--- src/hw/rtl/iqbmm_pkg.sv ---
// Shared widths, control types and state codes of the I/Q block mean magnitude unit.
package iqbmm_pkg;

	localparam int SAMPLE_WIDTH    = 16;
	localparam int FRACTION_BITS   = 8;
	localparam int COUNT_WIDTH     = 23;
	localparam int SPB_WIDTH       = 23;
	localparam int SUM_WIDTH       = 46;
	localparam int BLOCK_NUM_WIDTH = 32;

	localparam int MEAN_WIDTH = SAMPLE_WIDTH + FRACTION_BITS;
	localparam int ROOT_STEPS = MEAN_WIDTH;
	localparam int RAD_WIDTH  = 2 * ROOT_STEPS;
	localparam int SQ_WIDTH   = 2 * SAMPLE_WIDTH;
	localparam int REM_WIDTH  = ROOT_STEPS + 2;
	localparam int STEP_WIDTH = $clog2(SUM_WIDTH);

	localparam logic [SPB_WIDTH-1:0]   SPB_RESET = SPB_WIDTH'(1048576);
	localparam logic [COUNT_WIDTH-1:0] MAX_BLOCK = COUNT_WIDTH'(1) << (COUNT_WIDTH - 1);

	typedef enum logic [2:0] {
		ST_IDLE,
		ST_SQUARE,
		ST_ROOT,
		ST_ACCUM,
		ST_DIVIDE,
		ST_EMIT
	} iqbmm_state_t;

	typedef struct packed {
		logic load;
		logic square;
		logic root_step;
		logic accumulate;
		logic div_step;
		logic out_load;
	} iqbmm_cmd_t;

	typedef struct packed {
		logic root_last;
		logic div_last;
		logic block_hit;
		logic out_free;
	} iqbmm_status_t;

endpackage

--- src/hw/rtl/iqbmm_if.sv ---
// Handshake channel interfaces for samples, block means and the block size register.
interface iqbmm_sample_if import iqbmm_pkg::*; ();
	logic                           valid;
	logic                           ready;
	logic signed [SAMPLE_WIDTH-1:0] in_phase_sample;
	logic signed [SAMPLE_WIDTH-1:0] quadrature_sample;

	modport source (output valid, output in_phase_sample, output quadrature_sample, input ready);
	modport sink (input valid, input in_phase_sample, input quadrature_sample, output ready);
endinterface

interface iqbmm_mean_if import iqbmm_pkg::*; ();
	logic                       valid;
	logic                       ready;
	logic [BLOCK_NUM_WIDTH-1:0] block_number;
	logic [MEAN_WIDTH-1:0]      mean_amplitude;

	modport source (output valid, output block_number, output mean_amplitude, input ready);
	modport sink (input valid, input block_number, input mean_amplitude, output ready);
endinterface

interface iqbmm_cfg_if import iqbmm_pkg::*; ();
	logic                 valid;
	logic                 ready;
	logic [SPB_WIDTH-1:0] block_size;

	modport source (output valid, output block_size, input ready);
	modport sink (input valid, input block_size, output ready);
endinterface

--- src/hw/rtl/iq_block_mean_magnitude.sv ---
// Top level of the I/Q block mean magnitude unit: channels, controller and datapath.
// Each sample pair is squared, run through the one-bit-per-cycle square root and accumulated
// before the next ready beat. A sample that completes a block then adds a restoring division
// and an emit step that waits until the output register is free.
// A finished mean waits in the output register while the next sample pair is taken.
// Reset (arst_n low) clears the count, sum and block index and sets the block size to 2^20.
module iq_block_mean_magnitude import iqbmm_pkg::*; (
	input  logic                clk,
	input  logic                arst_n,
	iqbmm_sample_if.sink        samples,
	iqbmm_mean_if.source        means,
	iqbmm_cfg_if.sink           cfg
);

	iqbmm_cmd_t    cmd;
	iqbmm_status_t status;
	logic          in_ready;

	// Writes land at any beat, unchecked; software must write the block size only when idle.
	assign cfg.ready     = 1'b1;
	assign samples.ready = in_ready;

	// The controller steps each sample through squaring, the root and accumulation,
	// and on the last sample of a block through the division and the result hand-over.
	iqbmm_ctrl u_ctrl (
		.clk      (clk),
		.arst_n   (arst_n),
		.in_valid (samples.valid),
		.in_ready (in_ready),
		.status   (status),
		.cmd      (cmd)
	);

	// The datapath holds every arithmetic register, the block size and the result register.
	iqbmm_datapath u_datapath (
		.clk               (clk),
		.arst_n            (arst_n),
		.cmd               (cmd),
		.status            (status),
		.in_phase_sample   (samples.in_phase_sample),
		.quadrature_sample (samples.quadrature_sample),
		.cfg_valid         (cfg.valid),
		.block_size        (cfg.block_size),
		.out_valid         (means.valid),
		.out_ready         (means.ready),
		.block_number      (means.block_number),
		.mean_amplitude    (means.mean_amplitude)
	);

endmodule

--- src/hw/rtl/iqbmm_ctrl.sv ---
// Sequencing state machine of the block mean magnitude unit.
module iqbmm_ctrl import iqbmm_pkg::*; (
	input  logic          clk,
	input  logic          arst_n,
	input  logic          in_valid,
	output logic          in_ready,
	input  iqbmm_status_t status,
	output iqbmm_cmd_t    cmd
);

	iqbmm_state_t state_q;
	iqbmm_state_t state_d;

	always_ff @(posedge clk or negedge arst_n) begin
		if (!arst_n) begin
			state_q <= ST_IDLE;
		end else begin
			state_q <= state_d;
		end
	end

	always_comb begin
		state_d  = state_q;
		cmd      = '0;
		in_ready = 1'b0;
		unique case (state_q)
			ST_IDLE: begin
				in_ready = 1'b1;
				if (in_valid) begin
					cmd.load = 1'b1;
					state_d  = ST_SQUARE;
				end
			end
			ST_SQUARE: begin
				cmd.square = 1'b1;
				state_d    = ST_ROOT;
			end
			ST_ROOT: begin
				cmd.root_step = 1'b1;
				if (status.root_last) begin
					state_d = ST_ACCUM;
				end
			end
			ST_ACCUM: begin
				cmd.accumulate = 1'b1;
				state_d        = status.block_hit ? ST_DIVIDE : ST_IDLE;
			end
			ST_DIVIDE: begin
				cmd.div_step = 1'b1;
				if (status.div_last) begin
					state_d = ST_EMIT;
				end
			end
			ST_EMIT: begin
				if (status.out_free) begin
					cmd.out_load = 1'b1;
					state_d      = ST_IDLE;
				end
			end
			default: begin
				state_d = ST_IDLE;
			end
		endcase
	end

endmodule

--- src/hw/rtl/iqbmm_datapath.sv ---
// Datapath: magnitude square root, block accumulation, mean division and result register.
module iqbmm_datapath import iqbmm_pkg::*; (
	input  logic                           clk,
	input  logic                           arst_n,
	input  iqbmm_cmd_t                     cmd,
	output iqbmm_status_t                  status,
	input  logic signed [SAMPLE_WIDTH-1:0] in_phase_sample,
	input  logic signed [SAMPLE_WIDTH-1:0] quadrature_sample,
	input  logic                           cfg_valid,
	input  logic [SPB_WIDTH-1:0]           block_size,
	output logic                           out_valid,
	input  logic                           out_ready,
	output logic [BLOCK_NUM_WIDTH-1:0]     block_number,
	output logic [MEAN_WIDTH-1:0]          mean_amplitude
);

	function automatic logic [SAMPLE_WIDTH-1:0] magnitude_of(input logic [SAMPLE_WIDTH-1:0] s);
		magnitude_of = s[SAMPLE_WIDTH-1] ? SAMPLE_WIDTH'(~s + 1'b1) : s;
	endfunction

	logic [SPB_WIDTH-1:0]       spb_q;
	logic [SAMPLE_WIDTH-1:0]    a_q;
	logic [SAMPLE_WIDTH-1:0]    b_q;
	logic [RAD_WIDTH-1:0]       rad_q;
	logic [REM_WIDTH-1:0]       rem_q;
	logic [ROOT_STEPS-1:0]      root_q;
	logic [STEP_WIDTH-1:0]      step_q;
	logic [COUNT_WIDTH-1:0]     count_q;
	logic [SUM_WIDTH-1:0]       sum_q;
	logic [SUM_WIDTH-1:0]       quo_q;
	logic [COUNT_WIDTH-1:0]     drem_q;
	logic [COUNT_WIDTH-1:0]     divisor_q;
	logic [BLOCK_NUM_WIDTH-1:0] block_q;
	logic                       out_valid_q;
	logic [BLOCK_NUM_WIDTH-1:0] number_q;
	logic [MEAN_WIDTH-1:0]      mean_q;

	logic [SQ_WIDTH-1:0]    sq;
	logic [REM_WIDTH-1:0]   rem_sh;
	logic [REM_WIDTH-1:0]   trial;
	logic                   root_ge;
	logic [COUNT_WIDTH:0]   div_sh;
	logic [COUNT_WIDTH:0]   div_diff;
	logic                   div_ge;
	logic [COUNT_WIDTH-1:0] eff;
	logic [COUNT_WIDTH-1:0] count_next;
	logic [SUM_WIDTH-1:0]   sum_next;

	assign sq = SQ_WIDTH'(a_q) * SQ_WIDTH'(a_q) + SQ_WIDTH'(b_q) * SQ_WIDTH'(b_q);

	// One result bit per step: bring down two radicand bits, try 4*root+1.
	assign rem_sh  = {rem_q[REM_WIDTH-3:0], rad_q[RAD_WIDTH-1 -: 2]};
	assign trial   = {root_q, 2'b01};
	assign root_ge = rem_sh >= trial;

	// Restoring division, one quotient bit per step.
	assign div_sh   = {drem_q, quo_q[SUM_WIDTH-1]};
	assign div_diff = div_sh - {1'b0, divisor_q};
	assign div_ge   = div_sh >= {1'b0, divisor_q};

	// A block size of zero acts as one; sizes above MAX_BLOCK (2^22) saturate to it.
	always_comb begin
		if (spb_q == '0) begin
			eff = COUNT_WIDTH'(1);
		end else if (64'(spb_q) > 64'(MAX_BLOCK)) begin
			eff = MAX_BLOCK;
		end else begin
			eff = COUNT_WIDTH'(spb_q);
		end
	end

	assign count_next = count_q + 1'b1;
	assign sum_next   = sum_q + SUM_WIDTH'(root_q);

	assign status.root_last = step_q == STEP_WIDTH'(ROOT_STEPS - 1);
	assign status.div_last  = step_q == STEP_WIDTH'(SUM_WIDTH - 1);
	assign status.block_hit = count_next >= eff;
	assign status.out_free  = !out_valid_q || out_ready;

	always_ff @(posedge clk or negedge arst_n) begin
		if (!arst_n) begin
			spb_q       <= SPB_RESET;
			step_q      <= '0;
			count_q     <= '0;
			sum_q       <= '0;
			block_q     <= '0;
			out_valid_q <= 1'b0;
		end else begin
			if (cfg_valid) begin
				spb_q <= block_size;
			end
			if (cmd.square || cmd.accumulate) begin
				step_q <= '0;
			end else if (cmd.root_step || cmd.div_step) begin
				step_q <= step_q + 1'b1;
			end
			if (cmd.accumulate) begin
				if (status.block_hit) begin
					count_q <= '0;
					sum_q   <= '0;
				end else begin
					count_q <= count_next;
					sum_q   <= sum_next;
				end
			end
			if (cmd.out_load) begin
				block_q     <= block_q + 1'b1;
				out_valid_q <= 1'b1;
			end else if (out_ready) begin
				out_valid_q <= 1'b0;
			end
		end
	end

	always_ff @(posedge clk) begin
		if (cmd.load) begin
			a_q <= magnitude_of(in_phase_sample);
			b_q <= magnitude_of(quadrature_sample);
		end
		if (cmd.square) begin
			rad_q  <= RAD_WIDTH'(sq) << (2 * FRACTION_BITS);
			rem_q  <= '0;
			root_q <= '0;
		end else if (cmd.root_step) begin
			rad_q  <= rad_q << 2;
			rem_q  <= root_ge ? rem_sh - trial : rem_sh;
			root_q <= {root_q[ROOT_STEPS-2:0], root_ge};
		end
		if (cmd.accumulate && status.block_hit) begin
			quo_q     <= sum_next;
			drem_q    <= '0;
			divisor_q <= count_next;
		end else if (cmd.div_step) begin
			quo_q  <= {quo_q[SUM_WIDTH-2:0], div_ge};
			drem_q <= div_ge ? div_diff[COUNT_WIDTH-1:0] : div_sh[COUNT_WIDTH-1:0];
		end
		if (cmd.out_load) begin
			number_q <= block_q;
			mean_q   <= quo_q[MEAN_WIDTH-1:0];
		end
	end

	assign out_valid      = out_valid_q;
	assign block_number   = number_q;
	assign mean_amplitude = mean_q;

`ifndef SYNTHESIS
	a_count_below_max: assert property (@(posedge clk) disable iff (!arst_n)
		count_q < MAX_BLOCK)
		else $error("sample count reached the block size limit");

	a_div_rem_bound: assert property (@(posedge clk) disable iff (!arst_n)
		cmd.div_step |-> (divisor_q != '0 && drem_q < divisor_q))
		else $error("division remainder out of range");

	a_load_when_free: assert property (@(posedge clk) disable iff (!arst_n)
		cmd.out_load |-> (!out_valid_q || out_ready))
		else $error("result register overwritten before it was taken");

	a_block_advances: assert property (@(posedge clk) disable iff (!arst_n)
		cmd.out_load |=> block_q == $past(block_q) + 1'b1)
		else $error("block index did not advance on a result");
`endif

endmodule
--- src/flat_wrapper.sv ---
// flat-port wrapper written by rule: the top's interface ports become plain ports
module iq_block_mean_magnitude_flat import iqbmm_pkg::*;
  (clk, arst_n, samples_valid, samples_in_phase_sample, samples_quadrature_sample, samples_ready, means_valid, means_block_number, means_mean_amplitude, means_ready, cfg_valid, cfg_block_size, cfg_ready);
  iqbmm_sample_if samples_i ();
  iqbmm_mean_if means_i ();
  iqbmm_cfg_if cfg_i ();
  input  logic clk;
  input  logic arst_n;
  input wire logic [$bits(samples_i.valid)-1:0] samples_valid;
  input wire logic [$bits(samples_i.in_phase_sample)-1:0] samples_in_phase_sample;
  input wire logic [$bits(samples_i.quadrature_sample)-1:0] samples_quadrature_sample;
  output wire logic [$bits(samples_i.ready)-1:0] samples_ready;
  output wire logic [$bits(means_i.valid)-1:0] means_valid;
  output wire logic [$bits(means_i.block_number)-1:0] means_block_number;
  output wire logic [$bits(means_i.mean_amplitude)-1:0] means_mean_amplitude;
  input wire logic [$bits(means_i.ready)-1:0] means_ready;
  input wire logic [$bits(cfg_i.valid)-1:0] cfg_valid;
  input wire logic [$bits(cfg_i.block_size)-1:0] cfg_block_size;
  output wire logic [$bits(cfg_i.ready)-1:0] cfg_ready;
  assign samples_i.valid = samples_valid;
  assign samples_i.in_phase_sample = samples_in_phase_sample;
  assign samples_i.quadrature_sample = samples_quadrature_sample;
  assign samples_ready = samples_i.ready;
  assign means_valid = means_i.valid;
  assign means_block_number = means_i.block_number;
  assign means_mean_amplitude = means_i.mean_amplitude;
  assign means_i.ready = means_ready;
  assign cfg_i.valid = cfg_valid;
  assign cfg_i.block_size = cfg_block_size;
  assign cfg_ready = cfg_i.ready;
  iq_block_mean_magnitude u_core (.clk(clk), .arst_n(arst_n), .samples(samples_i), .means(means_i), .cfg(cfg_i));
endmodule
--- config.mk ---
export PLATFORM = sky130hd
export DESIGN_NAME = iq_block_mean_magnitude_flat
export DESIGN_NICKNAME = d
export VERILOG_FILES = /design/src/hw/rtl/iqbmm_pkg.sv /design/src/hw/rtl/iqbmm_if.sv /design/src/hw/rtl/iq_block_mean_magnitude.sv /design/src/hw/rtl/iqbmm_ctrl.sv /design/src/hw/rtl/iqbmm_datapath.sv /design/src/flat_wrapper.sv
export SDC_FILE = /design/constraint.sdc
export NUM_CORES = 2
export LEC_CHECK = 0
export ABC_AREA = 0
export BUFFER_PORTS_ARGS = -buffer_cell sky130_fd_sc_hd__buf_2
export CORE_MARGIN = 2
export CORE_UTILIZATION = 60
export CTS_BUF_LIST = sky130_fd_sc_hd__clkbuf_2 sky130_fd_sc_hd__clkbuf_4 sky130_fd_sc_hd__clkbuf_8
export DETAILED_ROUTE_END_ITERATION = 7
export PLACE_DENSITY = 0.84
export SYNTH_ARGS = -nofsm -noshare
export SYNTH_HDL_FRONTEND = slang
export SYNTH_SLANG_ARGS = --single-unit
export TNS_END_PERCENT = 100
--- constraint.sdc ---
create_clock -name clk -period 9.5 [get_ports clk]
set_input_delay 0.475 -clock clk [delete_from_list [all_inputs] [get_ports clk]]
set_output_delay 0.475 -clock clk [all_outputs]
set_load 0.02 [all_outputs]
## Word level (Yosys, flattened, before mapping)

Index checks and enable logic that the tools add are counted.

- Add/sub/neg operators: 9
- Div/mod/pow operators: 0
- Reduce and logical (&&, ||, !) cells: 12
- Shifts and indexed selects: 0
- Multipliers: 2
- Muxes and demuxes: 31
- $lt $le $gt $ge: 4
- Equality and inequality tests: 11
- Bitwise logic cells: 2

Operators by type and width:

| kind | count |
|---|---|
| 46-bit two-way mux | 3 |
| 48-bit two-way mux | 2 |
| 23-bit two-way mux | 4 |
| 16-bit by 16-bit multiplier with 32-bit output | 2 |
| 46-bit by 24-bit adder with 46-bit output | 1 |
| 16-bit by 1-bit adder with 16-bit output, second input constant | 2 |
| 32-bit by 1-bit adder with 32-bit output, second input constant | 1 |
| 32-bit adder | 1 |
| 16-bit inverter | 2 |
| 15-bit two-way mux | 2 |
| 26-bit greater-or-equal comparator | 1 |
| 24-bit by 23-bit greater-or-equal comparator with 1-bit output | 1 |
| 24-bit two-way mux | 1 |
| 24-bit subtractor | 1 |
| 23-bit by 1-bit adder with 23-bit output, second input constant | 1 |
| 23-bit greater-or-equal comparator | 1 |
| 23-bit > comparator, second input constant | 1 |
| 23-bit logical NOT | 1 |
| 23-bit subtractor | 1 |
| 3-bit case mux with 6 select lines | 1 |
| 3-bit two-way mux | 5 |
| 6-bit two-way mux | 2 |
| 1-bit two-way mux | 11 |
| 2-bit nonzero test | 4 |
| 13 further kinds | 19 |

- Bits in latches: 0
- ROM bits: 0
- Word-level logic and storage cells: 90
- Output and inout bits: 59
- Memories: 0
- Flip-flop bits (word level): 394
- Input bits: 60
- Bits in writable memories: 0

## Longest topological paths before layout

- Depth after elaboration: 6
- Depth in mapped cells: 27

## Modules after synthesis

From an unflattened synthesis, not the netlist that was laid out.

- Cell total of the unflattened synthesis: 3661
- Area, all modules: 35911.9 µm²

Modules (own cells, without submodules):

| module | area each (µm²) | cells each | times used |
|---|---|---|---|
| iqbmm_datapath | 35710.5 | 3638 | 1 |
| iqbmm_ctrl | 190.2 | 21 | 1 |
| iq_block_mean_magnitude | 11.3 | 2 | 1 |

## Least setup slack after synthesis

OpenSTA, ideal clock, no wires.

- Kind: register -> register
- Start point: register u_core.u_datapath.b_q[9]
- End point: register u_core.u_datapath.rad_q[39], data pin
- Data required time: 9.233 ns
- Arrival time: 7.034 ns
- Stages on the path, launching flop included: 25
- Library setup time: 0.267 ns
- Buffers on the path: 1
- Clock period less this slack: 7.301 ns
- Path slack: 2.199 ns
- Path through: edfxtp_1 -> clkbuf_1 -> nand2_1 -> fa_1 -> inv_1 -> fa_1 -> inv_1 -> fa_1 -> inv_1 -> fa_1 -> fa_1 -> fa_1 -> fa_1 -> inv_1 -> fa_1 -> inv_1 -> ha_1 -> a211oi_1 -> nor2_1 -> o31ai_1 -> o311ai_0 -> o41ai_1 -> o21ai_0 -> xnor2_1 -> o21ai_0

- Longest elaborated chain between the ends: 3

RTL lines:

| what | line | text |
|---|---|---|
| start, declared | iqbmm_datapath.sv:23 | `logic [SAMPLE_WIDTH-1:0] b_q;` |
| start signal, assigned | iqbmm_datapath.sv:118 | `b_q <= magnitude_of(quadrature_sample);` |
| 16-bit by 16-bit multiplier with 32-bit output | iqbmm_datapath.sv:49 | `assign sq = SQ_WIDTH'(a_q) * SQ_WIDTH'(a_q) + SQ_WIDTH'(b_q) * SQ_WIDTH'(b_q);` |
| 32-bit adder | iqbmm_datapath.sv:49 |  |
| 48-bit two-way mux | iqbmm_datapath.sv:120 | `if (cmd.square) begin` |
| end signal, assigned | iqbmm_datapath.sv:121 | `rad_q <= RAD_WIDTH'(sq) << (2 * FRACTION_BITS);` |
| end signal, assigned | iqbmm_datapath.sv:125 | `rad_q <= rad_q << 2;` |
| end, declared | iqbmm_datapath.sv:24 | `logic [RAD_WIDTH-1:0] rad_q;` |

No other way between the ends.
A chain may end at the register's enable or synchronous reset.

## Final worst setup path

- Start point: register u_core.u_datapath.b_q[5]
- End point: register u_core.u_datapath.rad_q[44], data pin

Same word-level chain as after synthesis.

==> metrics <==
I/O pin count=119; deepest level of the CTS H-tree=3; Reg area=about 10000 sq um; clock latency on the worst-skew pair=approximately 0.66 ns; endpoints failing setup=0; clock-pin slew on the worst setup and hold paths=about 0.08 ns; CTS sink count=394; PortBufs=117; Nets=4448; Worst Path Buf+Inv=5; layout cell share with drive strength beyond 1=0.08533; final hold violation count=0; Max FO, Critical Path=17; Tcrit/Tclk final=0.9100; Max Slew Vio Count=0; Fill cells=4422; Max Cap Violations=0; row cnt=just under 90; post-synth top area cell=fa_1; Slew HR=0.1516; first-pass GRT wire length=approximately 130000 um; Crit path max-delay family=adder cells; initial antenna violation count=3; outcome=completed; routability cong.=0.9322; FFs w/ async S/R, synth=0.3401; most numerous cell in the Yosys netlist=inv_1; DRT antenna net count=0; #FFs+latches synth=~390; Final HPWL DP=~58000 um; CTS tree=built; largest net degree at the start of global routing=70; CP arrival=9.03 ns; top cells by area, synth=fa_1 (22%), edfxtp_1 (16%), ha_1 (10%); dpl cell area=36840 sq um; Critical Path RT=a little under 10 ns; worst clock skew=about 0.043 ns; FMAX=about 120 MHz; worst-path cell chain=nand2_1, fa_1, inv_1, fa_1, inv_1, fa_1, inv_1, fa_1, fa_1, fa_1, fa_1, inv_1, fa_1, inv_1, ha_1, nand3_1, nand2b_1, a2111oi_0, o21ai_0, a211oi_1, o21ai_0, a211o_1; GR Overflow Total=0; die width=~250 um; sequential element share of the synthesized area=0.2931; die height=~250 um; Multi-input gate area=22270 sq um; Synth top area share=0.2190; crit path capture type=flop; Avg Synthesized Cell Area=9.819 sq um; vias in the first global route=26570; RSZ-0062 raised after global routing=false; vias post-DR=25620; Max clock buf depth=3; Final Cell Area=38270 sq um; worst slew pin tran=around 1.3 ns; Post-synth top cells=inv_1 (651), nand2_1 (398), fa_1 (390), ha_1 (291), edfxtp_1 (189); DRC violations left=0; Initial DRC Count=1900; syn_nets=4372; Crit Path Category=flop to flop; Ys Warns=0; unique cell type count in the Yosys netlist=84; slowest CP cell=a2111oi_0; Die Area=slightly above 60000 sq um; Core Region=58910 sq um; root buffer cell=clkbuf_8; WL per Instance=16.65 um; CTS Buf Count=67; initial core utilization=0.6052; final setup TNS=0 ns; vias per cell=5.646; HP Class=primary input to flop; drt pass-1 iters=5; fin crit period=8.645 ns; post-synthesis cell count=3631; crit-path max cell delay=0.82 ns; Most Frequent Cell on Critical Path=fa_1; Mapped Area=35650 sq um; Total Wirelength=75570 um; EDFF count, synth=189; area grow syn2layout=7.352%; Top FF cell, synth=edfxtp_1; Startpoint Class=flop; Tot GR Track Use=0.2566; Setup Fix Bufs, Post-CTS=0
stage by stage:
step           worst slack, ns    util  instances  hold WS (ns)
3_5_place_dp             1.174  0.6254       4410        0.4366
3_3_place_gp             1.385  0.6254       4410        0.4286
6_report                0.8554  0.6497       4538       0.03964
4_1_cts                  1.131  0.6496       4535      0.002306
5_1_grt                 0.5434  0.6497       4538       0.02815
2_1_floorplan            2.199       -       3631        0.1794
flip-flops by register name (all words and copies together), names as in the netlist, 24 cells and up:
name	count
u_core.u_datapath.mean_amplitude	24
u_core.u_datapath.quo_q	46
u_core.u_datapath.root_q	24
u_core.u_datapath.rem_q	24
u_core.u_datapath.rad_q	32
u_core.u_datapath.block_number	32
u_core.u_datapath.sum_q	46
u_core.u_datapath.block_q	32
cell type report:
type                       instances  share of cell area
multi-input combinational       2458              0.5818
sequential                       394              0.2731
inverter                         653             0.06404
clock buffer                     101             0.03305
tap                              773             0.02527
timing repair buffer             133             0.01867
clock inverter                    23            0.003923
antenna                            3           0.0001961
logic make-up (layout without fill, tap and decap cells):
family | after synthesis | after routing | synth area share
simple gates | 924 | 924 | 0.1251
buf+inv | 779 | 910 | 0.08289
fa+ha+maj | 681 | 681 | 0.3211
compound gates | 571 | 571 | 0.1048
flops | 394 | 394 | 0.2931
xor+xnor | 206 | 206 | 0.05061
mux | 75 | 75 | 0.02225
other cells | 1 | 4 | 0.0001052
layer usage:
layer / wire length (um) / global-route usage
met2: 36810 / 0.4341
met4: 2875 / 0.1051
met5: 0 / 0
met1: 31090 / 0.3268
met3: 4797 / 0.04563
worst paths after layout:
kind	slack, ns	endpoint	start	cells past startpoint
max in group asynchronous	7.72	u_core.u_datapath.sum_q[35]	arst_n	3
worst min register to register	0.45	u_core.u_datapath.mean_amplitude[20]	u_core.u_datapath.quo_q[20]	0
worst max-delay path	0.86	u_core.u_datapath.rad_q[44]	u_core.u_datapath.b_q[5]	22
worst min-delay path	0.04	u_core.u_datapath.b_q[0]	samples_quadrature_sample[0]	1
min in group asynchronous	0.43	u_core.u_datapath.spb_q[4]	arst_n	2
worst max register to register	0.86	u_core.u_datapath.rad_q[44]	u_core.u_datapath.b_q[5]	22
cells in the final DEF, fill, tap and decap left out, types with 26 or more instances in the layout:
cell type  count
dfxtp_1       71
xnor2_1      143
a21oi_1      104
buf_2        116
inv_1        650
o22ai_1       26
mux2_2        34
nand3_1       94
fa_1         390
clkbuf_8      81
and3_1        35
nand4_1       26
nand2_1      395
nor3_1        35
mux2i_1       41
and2_1       142
xor2_1        63
nor2_1        90
o21ai_0      184
edfxtp_1     189
dfrtp_1      133
ha_1         291
a21o_1        51
timing repair:
item | in CTS | in global routing
endpoints found under the hold margin | 68 | 0
gates resized for setup | 0 | 0
hold buffers | 1 | 0
Power is left out: the tool's default activity adds up to more than one toggle a clock period on the data nets, which glitch-free logic cannot reach.
